$ cat config.mk
export PLATFORM = sky130hd
export DESIGN_NAME = delta_list_timer_queue
export DESIGN_NICKNAME = d
export VERILOG_FILES = /design/src/sv/dltq_pkg.sv /design/src/sv/dltq_alu.sv /design/src/sv/dltq_seq.sv /design/src/sv/delta_list_timer_queue.sv
export SDC_FILE = /design/constraint.sdc
export NUM_CORES = 1
export LEC_CHECK = 0
export BUFFER_PORTS_ARGS = -buffer_cell sky130_fd_sc_hd__buf_2
export CORE_ASPECT_RATIO = 2
export CORE_MARGIN = 3
export CORE_UTILIZATION = 62
export CTS_CLUSTER_SIZE = 12
export DETAILED_ROUTE_END_ITERATION = 12
export HOLD_SLACK_MARGIN = 0.15
export MAX_ROUTING_LAYER = met4
export PLACE_DENSITY = 0.86
export RECOVER_POWER = 50
export REMOVE_ABC_BUFFERS = 1
export SLEW_MARGIN = 5
export SYNTH_ARGS = -nofsm -noshare
export SYNTH_HDL_FRONTEND = slang
export SYNTH_SLANG_ARGS = --single-unit
$ cat constraint.sdc
create_clock -name i_clk -period 4.5 [get_ports i_clk]
set_input_delay 0.675 -clock i_clk [delete_from_list [all_inputs] [get_ports i_clk]]
set_output_delay 0.675 -clock i_clk [all_outputs]
set_load 0.005 [all_outputs]
$ cat src/sv/dltq_pkg.sv
// ----------------------------------------------------------------------------
// Delta list timer queue package
// Shared constants, codes and types for the timer queue modules.
// ----------------------------------------------------------------------------
package dltq_pkg;

    localparam int NUM_PROCS  = 16;
    localparam int DELAY_BITS = 16;
    localparam int SLOT_W     = $clog2(NUM_PROCS);
    localparam int CNT_W      = $clog2(NUM_PROCS + 1);
    localparam int PID_W      = 4;
    localparam int SECS_W     = 16;
    localparam int TPS_W      = 10;

    localparam logic [TPS_W-1:0] TPS_RESET = TPS_W'(60);

    localparam logic FUNC_TICK   = 1'b0;
    localparam logic FUNC_INSERT = 1'b1;

    localparam logic EV_WAKE = 1'b0;
    localparam logic EV_ACK  = 1'b1;

    localparam logic ST_OK  = 1'b0;
    localparam logic ST_DUP = 1'b1;

    typedef struct packed {
        logic [DELAY_BITS-1:0] diff;
        logic                  lt;
        logic                  eq;
    } t_alu_res;

    typedef struct packed {
        logic              has_next;
        logic [SLOT_W-1:0] next_slot;
    } t_link;

endpackage

$ cat src/sv/dltq_alu.sv
// ----------------------------------------------------------------------------
// Delta list timer queue subtract and compare unit
// Shared subtractor with less-than and equality flags for all delta updates.
// ----------------------------------------------------------------------------
module dltq_alu (
    input  logic [dltq_pkg::DELAY_BITS-1:0] i_a,
    input  logic [dltq_pkg::DELAY_BITS-1:0] i_b,
    output dltq_pkg::t_alu_res              o_res
);
    import dltq_pkg::*;

    always_comb begin
        o_res.diff = i_a - i_b;
        o_res.lt   = (i_a < i_b);
        o_res.eq   = (i_a == i_b);
    end

endmodule

$ cat src/sv/dltq_seq.sv
// ----------------------------------------------------------------------------
// Delta list timer queue sequencer
// Walks and updates the delta list in its memories one entry at a time and
// holds the result register.
// ----------------------------------------------------------------------------
module dltq_seq (
    input  logic                            i_clk,
    input  logic                            i_rst_n,
    input  logic [dltq_pkg::TPS_W-1:0]      i_tps,
    input  logic                            i_valid,
    output logic                            o_stall,
    input  logic                            i_func,
    input  logic [dltq_pkg::PID_W-1:0]      i_proc_id,
    input  logic [dltq_pkg::SECS_W-1:0]     i_delay_seconds,
    output logic                            o_valid,
    input  logic                            i_stall,
    output logic                            o_event_kind,
    output logic [dltq_pkg::PID_W-1:0]      o_woken_id,
    output logic                            o_status,
    output logic                            o_last
);
    import dltq_pkg::*;

    typedef enum logic [3:0] {
        S_IDLE,
        S_TK_RD,
        S_TK_DEC,
        S_POP,
        S_POP_RD,
        S_POP_CHK,
        S_EMIT_LAST,
        S_INS_RD,
        S_INS_CMP,
        S_INS_RDF,
        S_INS_FIX,
        S_INS_LINK,
        S_INS_PREV,
        S_ACK
    } t_state;

    logic [DELAY_BITS-1:0] delta_mem [NUM_PROCS];
    t_link                 link_mem  [NUM_PROCS];

    t_state                r_state, n_state;
    logic [TPS_W-1:0]      r_count, n_count;
    logic [SLOT_W-1:0]     r_head, n_head;
    logic                  r_nonempty, n_nonempty;
    logic [NUM_PROCS-1:0]  r_queued, n_queued;
    logic [SLOT_W-1:0]     r_cur, n_cur;
    logic                  r_cur_ok, n_cur_ok;
    logic [SLOT_W-1:0]     r_prev, n_prev;
    logic                  r_prev_ok, n_prev_ok;
    logic [SLOT_W-1:0]     r_pend, n_pend;
    logic [DELAY_BITS-1:0] r_rem, n_rem;
    logic [CNT_W-1:0]      r_steps, n_steps;
    logic [PID_W-1:0]      r_pid, n_pid;
    logic                  r_ack_status, n_ack_status;
    logic                  r_out_valid, n_out_valid;
    logic                  r_out_kind, n_out_kind;
    logic [PID_W-1:0]      r_out_id, n_out_id;
    logic                  r_out_status, n_out_status;
    logic                  r_out_last, n_out_last;

    logic [DELAY_BITS-1:0] r_delta_q;
    t_link                 r_link_q;

    logic                  dmem_we;
    logic [SLOT_W-1:0]     dmem_addr;
    logic [DELAY_BITS-1:0] dmem_wdata;
    logic                  lmem_we;
    logic [SLOT_W-1:0]     lmem_addr;
    t_link                 lmem_wdata;

    logic [DELAY_BITS-1:0] alu_a, alu_b;
    t_alu_res              alu_res;

    logic                  out_free;
    logic                  in_acc;
    logic [TPS_W:0]        next_count;
    logic                  pid_bad;
    logic [SLOT_W-1:0]     in_slot;
    logic [SLOT_W-1:0]     pid_slot;
    logic [CNT_W-1:0]      steps_inc;

    dltq_alu u_alu (
        .i_a   (alu_a),
        .i_b   (alu_b),
        .o_res (alu_res)
    );

    assign out_free   = !r_out_valid || !i_stall;
    assign in_acc     = i_valid && (r_state == S_IDLE);
    assign next_count = {1'b0, r_count} + (TPS_W+1)'(1);
    assign pid_bad    = ({1'b0, i_proc_id} >= (PID_W+1)'(NUM_PROCS));
    assign in_slot    = SLOT_W'(i_proc_id);
    assign pid_slot   = SLOT_W'(r_pid);
    assign steps_inc  = r_steps + CNT_W'(1);

    assign o_stall      = (r_state != S_IDLE);
    assign o_valid      = r_out_valid;
    assign o_event_kind = r_out_kind;
    assign o_woken_id   = r_out_id;
    assign o_status     = r_out_status;
    assign o_last       = r_out_last;

    always_comb begin
        n_state      = r_state;
        n_count      = r_count;
        n_head       = r_head;
        n_nonempty   = r_nonempty;
        n_queued     = r_queued;
        n_cur        = r_cur;
        n_cur_ok     = r_cur_ok;
        n_prev       = r_prev;
        n_prev_ok    = r_prev_ok;
        n_pend       = r_pend;
        n_rem        = r_rem;
        n_steps      = r_steps;
        n_pid        = r_pid;
        n_ack_status = r_ack_status;
        n_out_valid  = r_out_valid && i_stall;
        n_out_kind   = r_out_kind;
        n_out_id     = r_out_id;
        n_out_status = r_out_status;
        n_out_last   = r_out_last;
        dmem_we      = 1'b0;
        dmem_addr    = r_cur;
        dmem_wdata   = r_rem;
        lmem_we      = 1'b0;
        lmem_addr    = r_cur;
        lmem_wdata   = '0;
        alu_a        = r_rem;
        alu_b        = r_delta_q;

        case (r_state)
            S_IDLE: begin
                if (in_acc) begin
                    if (i_func == FUNC_INSERT) begin
                        n_pid = i_proc_id;
                        if (pid_bad) begin
                            n_ack_status = ST_DUP;
                            n_state      = S_ACK;
                        end else if (r_queued[in_slot]) begin
                            n_ack_status = ST_DUP;
                            n_state      = S_ACK;
                        end else begin
                            n_ack_status = ST_OK;
                            n_rem        = DELAY_BITS'(i_delay_seconds);
                            n_cur        = r_head;
                            n_cur_ok     = r_nonempty;
                            n_prev_ok    = 1'b0;
                            n_steps      = '0;
                            n_state      = r_nonempty ? S_INS_RD : S_INS_LINK;
                        end
                    end else begin
                        if (next_count < {1'b0, i_tps}) begin
                            n_count = TPS_W'(next_count);
                        end else begin
                            n_count = '0;
                            if (r_nonempty) begin
                                n_cur   = r_head;
                                n_steps = '0;
                                n_state = S_TK_RD;
                            end
                        end
                    end
                end
            end
            S_TK_RD: begin
                n_state = S_TK_DEC;
            end
            S_TK_DEC: begin
                alu_a      = r_delta_q;
                alu_b      = DELAY_BITS'(1);
                dmem_we    = 1'b1;
                dmem_wdata = alu_res.lt ? '0 : alu_res.diff;
                n_state    = (alu_res.lt || alu_res.eq) ? S_POP : S_IDLE;
            end
            S_POP: begin
                n_queued[r_cur] = 1'b0;
                lmem_we         = 1'b1;
                n_nonempty      = r_link_q.has_next;
                n_head          = r_link_q.has_next ? r_link_q.next_slot : '0;
                n_pend          = r_cur;
                n_steps         = steps_inc;
                if (r_link_q.has_next && (steps_inc < CNT_W'(NUM_PROCS))) begin
                    n_cur   = r_link_q.next_slot;
                    n_state = S_POP_RD;
                end else begin
                    n_state = S_EMIT_LAST;
                end
            end
            S_POP_RD: begin
                n_state = S_POP_CHK;
            end
            S_POP_CHK: begin
                alu_a = r_delta_q;
                alu_b = '0;
                if (out_free) begin
                    n_out_valid  = 1'b1;
                    n_out_kind   = EV_WAKE;
                    n_out_id     = PID_W'(r_pend);
                    n_out_status = ST_OK;
                    n_out_last   = !alu_res.eq;
                    n_state      = alu_res.eq ? S_POP : S_IDLE;
                end
            end
            S_EMIT_LAST: begin
                if (out_free) begin
                    n_out_valid  = 1'b1;
                    n_out_kind   = EV_WAKE;
                    n_out_id     = PID_W'(r_pend);
                    n_out_status = ST_OK;
                    n_out_last   = 1'b1;
                    n_state      = S_IDLE;
                end
            end
            S_INS_RD: begin
                n_state = S_INS_CMP;
            end
            S_INS_CMP: begin
                if (alu_res.lt) begin
                    n_state = S_INS_FIX;
                end else begin
                    n_rem     = alu_res.diff;
                    n_prev    = r_cur;
                    n_prev_ok = 1'b1;
                    n_cur_ok  = r_link_q.has_next;
                    n_cur     = r_link_q.next_slot;
                    n_steps   = steps_inc;
                    if (!r_link_q.has_next) begin
                        n_state = S_INS_LINK;
                    end else if (steps_inc < CNT_W'(NUM_PROCS)) begin
                        n_state = S_INS_RD;
                    end else begin
                        n_state = S_INS_RDF;
                    end
                end
            end
            S_INS_RDF: begin
                n_state = S_INS_FIX;
            end
            S_INS_FIX: begin
                alu_a      = r_delta_q;
                alu_b      = r_rem;
                dmem_we    = 1'b1;
                dmem_wdata = alu_res.diff;
                n_state    = S_INS_LINK;
            end
            S_INS_LINK: begin
                dmem_we              = 1'b1;
                dmem_addr            = pid_slot;
                dmem_wdata           = r_rem;
                lmem_we              = 1'b1;
                lmem_addr            = pid_slot;
                lmem_wdata.has_next  = r_cur_ok;
                lmem_wdata.next_slot = r_cur_ok ? r_cur : '0;
                n_queued[pid_slot]   = 1'b1;
                if (r_prev_ok) begin
                    n_state = S_INS_PREV;
                end else begin
                    n_head     = pid_slot;
                    n_nonempty = 1'b1;
                    n_state    = S_ACK;
                end
            end
            S_INS_PREV: begin
                lmem_we              = 1'b1;
                lmem_addr            = r_prev;
                lmem_wdata.has_next  = 1'b1;
                lmem_wdata.next_slot = pid_slot;
                n_state              = S_ACK;
            end
            S_ACK: begin
                if (out_free) begin
                    n_out_valid  = 1'b1;
                    n_out_kind   = EV_ACK;
                    n_out_id     = r_pid;
                    n_out_status = r_ack_status;
                    n_out_last   = 1'b1;
                    n_state      = S_IDLE;
                end
            end
            default: begin
                n_state = S_IDLE;
            end
        endcase
    end

    always_ff @(posedge i_clk) begin
        if (!i_rst_n) begin
            r_state     <= S_IDLE;
            r_count     <= '0;
            r_head      <= '0;
            r_nonempty  <= 1'b0;
            r_queued    <= '0;
            r_out_valid <= 1'b0;
        end else begin
            r_state     <= n_state;
            r_count     <= n_count;
            r_head      <= n_head;
            r_nonempty  <= n_nonempty;
            r_queued    <= n_queued;
            r_out_valid <= n_out_valid;
        end
        r_cur        <= n_cur;
        r_cur_ok     <= n_cur_ok;
        r_prev       <= n_prev;
        r_prev_ok    <= n_prev_ok;
        r_pend       <= n_pend;
        r_rem        <= n_rem;
        r_steps      <= n_steps;
        r_pid        <= n_pid;
        r_ack_status <= n_ack_status;
        r_out_kind   <= n_out_kind;
        r_out_id     <= n_out_id;
        r_out_status <= n_out_status;
        r_out_last   <= n_out_last;
    end

    always_ff @(posedge i_clk) begin
        if (dmem_we) begin
            delta_mem[dmem_addr] <= dmem_wdata;
        end
        if (lmem_we) begin
            link_mem[lmem_addr] <= lmem_wdata;
        end
        r_delta_q <= delta_mem[r_cur];
        r_link_q  <= link_mem[r_cur];
    end

endmodule

$ cat src/sv/delta_list_timer_queue.sv
// A tick inside a second only advances the divider; a tick at a second boundary
// decrements the head delta of a non-empty list and wakes every process whose delta
// reaches zero. An insert passes the entries that expire no later than it and links in
// at the list end, before a larger entry or into an empty list; an ignored insert is
// acknowledged with the duplicate status. One transaction at a time.
// Reset is synchronous: it empties the list and the divider and sets the rate to 60.
// ----------------------------------------------------------------------------
// Delta list timer queue
// Sleep timer queue kept as a delta list sorted by expiry, one slot per
// process, with a configurable sub-second tick divider.
// ----------------------------------------------------------------------------
module delta_list_timer_queue (
    input  logic                            i_clk,
    input  logic                            i_rst_n,
    input  logic                            i_cfg_wr_en,
    input  logic [dltq_pkg::TPS_W-1:0]      i_cfg_wr_data,
    input  logic                            i_valid,
    output logic                            o_stall,
    input  logic                            i_func,
    input  logic [dltq_pkg::PID_W-1:0]      i_proc_id,
    input  logic [dltq_pkg::SECS_W-1:0]     i_delay_seconds,
    output logic                            o_valid,
    input  logic                            i_stall,
    output logic                            o_event_kind,
    output logic [dltq_pkg::PID_W-1:0]      o_woken_id,
    output logic                            o_status,
    output logic                            o_last
);
    import dltq_pkg::*;

    logic [TPS_W-1:0] r_tps;

    always_ff @(posedge i_clk) begin
        if (!i_rst_n) begin
            r_tps <= TPS_RESET;
        end else if (i_cfg_wr_en) begin
            r_tps <= i_cfg_wr_data;
        end
    end

    dltq_seq u_seq (
        .i_clk           (i_clk),
        .i_rst_n         (i_rst_n),
        .i_tps           (r_tps),
        .i_valid         (i_valid),
        .o_stall         (o_stall),
        .i_func          (i_func),
        .i_proc_id       (i_proc_id),
        .i_delay_seconds (i_delay_seconds),
        .o_valid         (o_valid),
        .i_stall         (i_stall),
        .o_event_kind    (o_event_kind),
        .o_woken_id      (o_woken_id),
        .o_status        (o_status),
        .o_last          (o_last)
    );

endmodule
; Yosys cells after proc, flatten, opt, wreduce, memory -nomap -nowiden
; Memory sizes are Yosys's and may differ from the RTL's. A register that Yosys moved wholly into a read port is not among the register bits.
; Cells that the tools add are included.
[op_classes]
add_sub_neg = 3
n_mul = 0
n_div = 0
order_cmp = 8
n_eq_ne = 27
shift = 0
muxes = 86
bitwise = 5
n_reduce_logical = 33
[ops]
columns = op, n
row1 = $mux 16, 6
row2 = $mux 4, 24
row3 = $pmux 16 s2, 3
row4 = $pmux 4 s13, 1
row5 = $pmux 16 s3, 1
row6 = $mux 5, 6
row7 = $mux 1, 26
row8 = $eq 4x4->1 const B, 6
row9 = $pmux 4 s2, 3
row10 = $and 16x16->16, 1
row11 = $eq 16x16->1, 1
row12 = $eq 4x3->1 const B, 4
row13 = $lt 16x16->1, 1
row14 = $not 16->16, 1
row15 = $or 16x16->16, 1
row16 = $sub 16x16->16, 1
row17 = $lt 4x5->1 const B, 3
row18 = $pmux 5 s3, 1
row19 = $ne 2x1->1 const B, 6
row20 = $pmux 1 s2, 6
row21 = $pmux 4 s3, 1
row22 = $reduce_and 3->1, 4
row23 = $reduce_or 3->1, 4
row24 = $add 10x1->11 const B, 1
row25 = other kinds (27), 50
[word_totals]
register_bits = 93
latchBits = 0
mem_bits_rw = 336
romBits = 0
output_inout_bits = 9
word_cells = 184
memories = 2
[memory_table]
columns = memory, words, width, read_ports, rd_clocked_by_memory_dff, wr, line_no
row1 = u_seq.delta_mem, 16, 16, 1, 1, 1, dltq_seq.sv:41  ; logic [DELAY_BITS-1:0] delta_mem [NUM_PROCS];
row2 = u_seq.link_mem, 16, 5, 1, 1, 1, dltq_seq.sv:42  ; t_link link_mem [NUM_PROCS];

; Logic depth before layout (Yosys ltp)
[logic_depth]
depth_word = 7
depth_mapped = 15

; By module
; Synthesis repeated with hierarchy kept, for this count alone.
[hier_totals]
cells_unflattened = 1199
area_unflattened_um2 = 19329.8
[modules_own_cells]
columns = mod, n_inst, cells_per_inst, area_per_inst_um2, seq_area_each_um2
row1 = dltq_seq, 1, 1021, 18003.5, 12642.1
row2 = dltq_alu, 1, 146, 958.4, 0.0
row3 = delta_list_timer_queue, 1, 32, 367.9, 200.2

; Least setup slack after synthesis
; Ideal clock, no wire load.
[synth_timing]
path_type = register to register
from = register u_seq.r_state[1]
to = memory u_seq.delta_mem[0][12] (data pin)
setup_time_ns = 0.330
arrival_time_ns = 3.734
t_required_ns = 4.170
setup_slack_ns = 0.436
path_stages_with_launch = 13
n_path_buf = 2
period_less_slack_ns = 4.064
cell_sequence = dfxtp_1 > buf_2 > nand2b_1 > nor2_1 > a21oi_1 > buf_2 > mux2_2 > ha_1 > or4_4 > o21a_1 > a31oi_1 > xor2_1 > o21ai_0
[synth_via]
elab_chain_cells = 6
elab_cells_between_ends = 10
cone_classes = 1 x add/sub / 1 x order compare / 3 x eq/ne / 4 x mux / 1 x reduce/logical
[synth_lines]
columns = item, line_no
row1 = start: declaration, dltq_seq.sv:44  ; t_state r_state, n_state;
row2 = start signal: assignment, dltq_seq.sv:299  ; r_state <= n_state;
row3 = "$eq 4x2->1, or another cell as far along", dltq_seq.sv:135  ; case (r_state)
row4 = $reduce_or 3->1 (no source line), --
row5 = $mux 16, dltq_seq.sv:135
row6 = $sub 16x16->16 or $lt 16x16->1 (tied branches), "dltq_alu.sv:13, dltq_alu.sv:14"
row7 = $mux 16, dltq_seq.sv:176  ; dmem_wdata = alu_res.lt ? '0 : alu_res.diff;
row8 = $pmux 16 s2 (*), dltq_seq.sv:135
row9 = net u_seq.dmem_wdata[12], dltq_seq.sv:69  ; logic [DELAY_BITS-1:0] dmem_wdata;
row10 = end: declaration, dltq_seq.sv:41
; Mark *: on every way through the listed nets, which the timed path passes. The rest lies on a longest branch.

; Worst setup path after layout
[layout_timing]
from = register u_seq.r_cur[1]
to = memory u_seq.delta_mem[9][12], enable pin
[layout_via]
elab_chain_cells = 1
[layout_lines]
columns = item, line_no
row1 = start: declaration, dltq_seq.sv:49  ; logic [SLOT_W-1:0] r_cur, n_cur;
row2 = start signal: assignment, dltq_seq.sv:306  ; r_cur <= n_cur;
row3 = $mux 4, dltq_seq.sv:135
; No other way between the ends.

==> metrics.yaml <==
layout-drive-gt1-share_pct: 20.8
insertion_delay_ns: 0.56
die_y_microns: 255
worst_pin_slew_ns: 2.68
slew_viol_final: 167
hold_path_class: "in2reg"
syn_avg_cell_area_sq_um: 15.8
num_rows: 90
synth_top_area_share_pct: 59.9
required_ns: 4.64
drtIter0Drc: 1344
numCtsBuffers: 43
synthArstFlopShare_pct: 0
final.min_clock_period_ns: 4.17
numClockSinks: 450
setup-violations-final: 0
nets: 1358
hold_viol_final: 0
yosys_most_used_dff: "edfxtp_1"
routedWlPerCell_microns: 27.6
synth.largest_area_cell: "edfxtp_1"
coreArea_sq_um: 30300
placed_cell_area_sq_um: 20100
synthTopCellsByArea: "edfxtp_1, mux4_2, dfxtp_1, nand2_1, ha_1"
arrival_ns: 4.31
drv_cap: 3
grt_pass1_vias: 12000
endpoint_kind: "register"
ir_drop_uv: 525
setup.worst_path.start_class: "register"
violations: "capacitance limit, slew limit"
relSlewSlack_pct: -78.6
dp_hpwl_microns: 29000
power_density_nw_per_um2: 703
place_congestion: 0.963
ys_types: 67
status: "finished, violations left"
cts_max_level: 2
drtPass1Iterations: 6
mappedNetlistArea_sq_um: 19200
skew_ns: 0.0210
grt_use_met3_pct: 3.69
cts_hold_buffers: 0
vias: 11500
grt_use_met1_pct: 34.3
cts_tree: "built"
cts_root_buf: "clkbuf_16"
synth-edff-count: 383
p_leak_nw: 6.98
synth-seq-cells: 450
die_w_microns: 130
portBuffers: 44
yosysWarnings: 0
grtUsageMet2_pct: 51.9
via_per_inst: 6.79
rsz0062_at_grt: "false"
cts.path.max_buffers: 3
grt_pass1_wl_microns: 70900
cts_setup_buffers: 0
die-area_sq_um: 33200
path_clk_slew_ns: 0.07
antenna_found_initial: 1
period_share_pct: 92.7
areaGrowthSynthToFinish_pct: 10.6
globalRouteOverflowTotal: 0
nFillCells: 1848
final_cell_area_sq_um: 21200
start_util_pct: 63.3
max_freq_mhz: 240
ctsResizeCount: 0
top_usage_layer: "met2"
grt_max_degree: 94
timing.hold.ws_ns: 0.339
grt_use_total_pct: 30.1
drc: 0
wl_microns: 46700
yosysSeqAreaShare_pct: 66.9
synthCells: 1215
critPathKind: "reg2reg"
final_antenna_net_count: 0
worstPathMaxFanout: 93
ios: 45
==> placed cells by master (no fill, tap or decap), types with 5 or more instances in the layout <==
master | synthesis | final
edfxtp_1 | 383 | 383
mux4_2 | 106 | 106
nand2_1 | 101 | 101
dfxtp_1 | 67 | 67
nor2_1 | 78 | 63
o21ai_0 | 61 | 61
clkbuf_1 | 38 | 48
a21oi_1 | 48 | 47
clkbuf_16 | 0 | 44
buf_2 | 17 | 32
nand3_1 | 31 | 31
ha_1 | 27 | 27
buf_4 | 0 | 26
mux2_2 | 18 | 18
inv_1 | 18 | 18
a22oi_1 | 16 | 16
nor3_1 | 16 | 16
nor2_2 | 1 | 14
clkbuf_2 | 0 | 14
nor2b_1 | 12 | 11
and2_1 | 13 | 11
nand2b_1 | 10 | 10
a31oi_1 | 10 | 10
o211ai_1 | 10 | 10
xor2_1 | 10 | 10
mux2i_1 | 9 | 9
xnor2_1 | 9 | 9
a22o_1 | 7 | 7
o31ai_1 | 7 | 7
nand4_1 | 6 | 6
or3b_2 | 5 | 5
==> worst max-delay path: stages, from the launching register on <==
cell	delay [ns]
edfxtp_1	0.40
clkbuf_2	1.85
nor2b_1	0.16
a2bb2oi_1	0.62
nor2_2	0.10
clkbuf_2	0.46
==> registers in the layout (all words and copies together) (netlist names), 4 cells and up <==
signal and count:
u_seq.r_prev 4, u_seq.r_link_q 5, u_seq.pid_slot 4, u_seq.r_delta_q 16, u_seq.r_steps 5, u_seq.r_head 4, u_seq.delta_mem 256, u_seq.o_woken_id 4
u_seq.link_mem 80, r_tps 10, u_seq.r_state 4, u_seq.r_cur 4, u_seq.r_count 10, u_seq.r_pend 4, u_seq.r_rem 16, u_seq.r_queued 16
==> stage by stage <==
stage | utilization [%] | power (W) | setup WS (ns) | TNS [ns] | cells
2_1_floorplan | - | 0.00975 | -0.811 | -235.88 | 1157
3_3_place_gp | 66.3 | 0.0114 | 0.519 | 0 | 1617
3_5_place_dp | 66.3 | 0.0115 | 0.488 | 0 | 1617
4_1_cts | 70.4 | 0.0149 | 0.489 | 0 | 1694
5_1_grt | 70.1 | 0.0156 | 0.0752 | 0 | 1695
6_report | 70.1 | 0.0149 | 0.328 | 0 | 1695
==> cells in the mapped netlist, drive strengths merged (7+ instances only) <==
cell type and n:
ha 27, a22o 7, nor3 16, o211ai 10, a21oi 49, clkbuf 38
nand2b 10, o21ai 62, nand2 101, nor2 80, edfxtp 383, nor2b 12
mux4 110, o31ai 7, mux2 18, a22oi 16, buf 20, nand3 31
dfxtp 67, and2 13, xor2 10, a31oi 10, inv 19, mux2i 9
xnor2 9
==> power breakdown <==
group          leakage (nW)  switching [W]  total [W]  internal (W)
clock network         0.597        0.00148    0.00332       0.00184
logic                  2.46        0.00341    0.00576       0.00236
registers              3.92       0.000317    0.00584       0.00553
total                  6.98        0.00520     0.0149       0.00973
==> cells by family after synthesis <==
kind of cell	count (synthesis)	share of synthesized area, %
DFF	450	66.9
and+or+nand+nor	300	7.49
AOI/OAI and AO/OA	202	6.69
muxes	137	14.5
buffers and inverters	79	1.66
adders and majority gates	28	1.86
xor gates and xnor gates	19	0.867
==> worst paths after layout <==
path / start / end / slack (ns) / cells after the start
worst min-delay path: i_cfg_wr_data[2] / r_tps[2]$_SDFFE_PN1P_ / 0.34 / 3
worst min register to register: u_seq.r_queued[9]$_SDFFE_PN0P_ / u_seq.r_queued[9]$_SDFFE_PN0P_ / 0.48 / 2
worst max register to register: u_seq.r_cur[1]$_DFFE_PP_ / u_seq.delta_mem[9][12]$_DFFE_PP_ / 0.33 / 5
worst max-delay path: u_seq.r_cur[1]$_DFFE_PP_ / u_seq.delta_mem[9][12]$_DFFE_PP_ / 0.33 / 5
==> routing by layer <==
| metal | wire length, microns | part of all wire, % |
|---|---|---|
| met3 | 2960 | 6.3 |
| met1 | 15700 | 34 |
| met4 | 2890 | 6.2 |
| met5 | 0 | 0 |
| met2 | 25200 | 54 |
==> final cells by class <==
| class | instances | area, sq um | area share, % |
|---|---|---|---|
| Sequential cell | 450 | 12800 | 60.5 |
| Multi-Input combinational cell | 686 | 6070 | 28.6 |
| Clock buffer | 74 | 1220 | 5.77 |
| Timing Repair Buffer | 92 | 517 | 2.44 |
| Tap cell | 368 | 460 | 2.17 |
| Inverter | 21 | 78.8 | 0.371 |
| Clock inverter | 3 | 28.8 | 0.136 |
| Antenna cell | 1 | 2.50 | 0.0118 |
(Power assumes the default switching activity.)
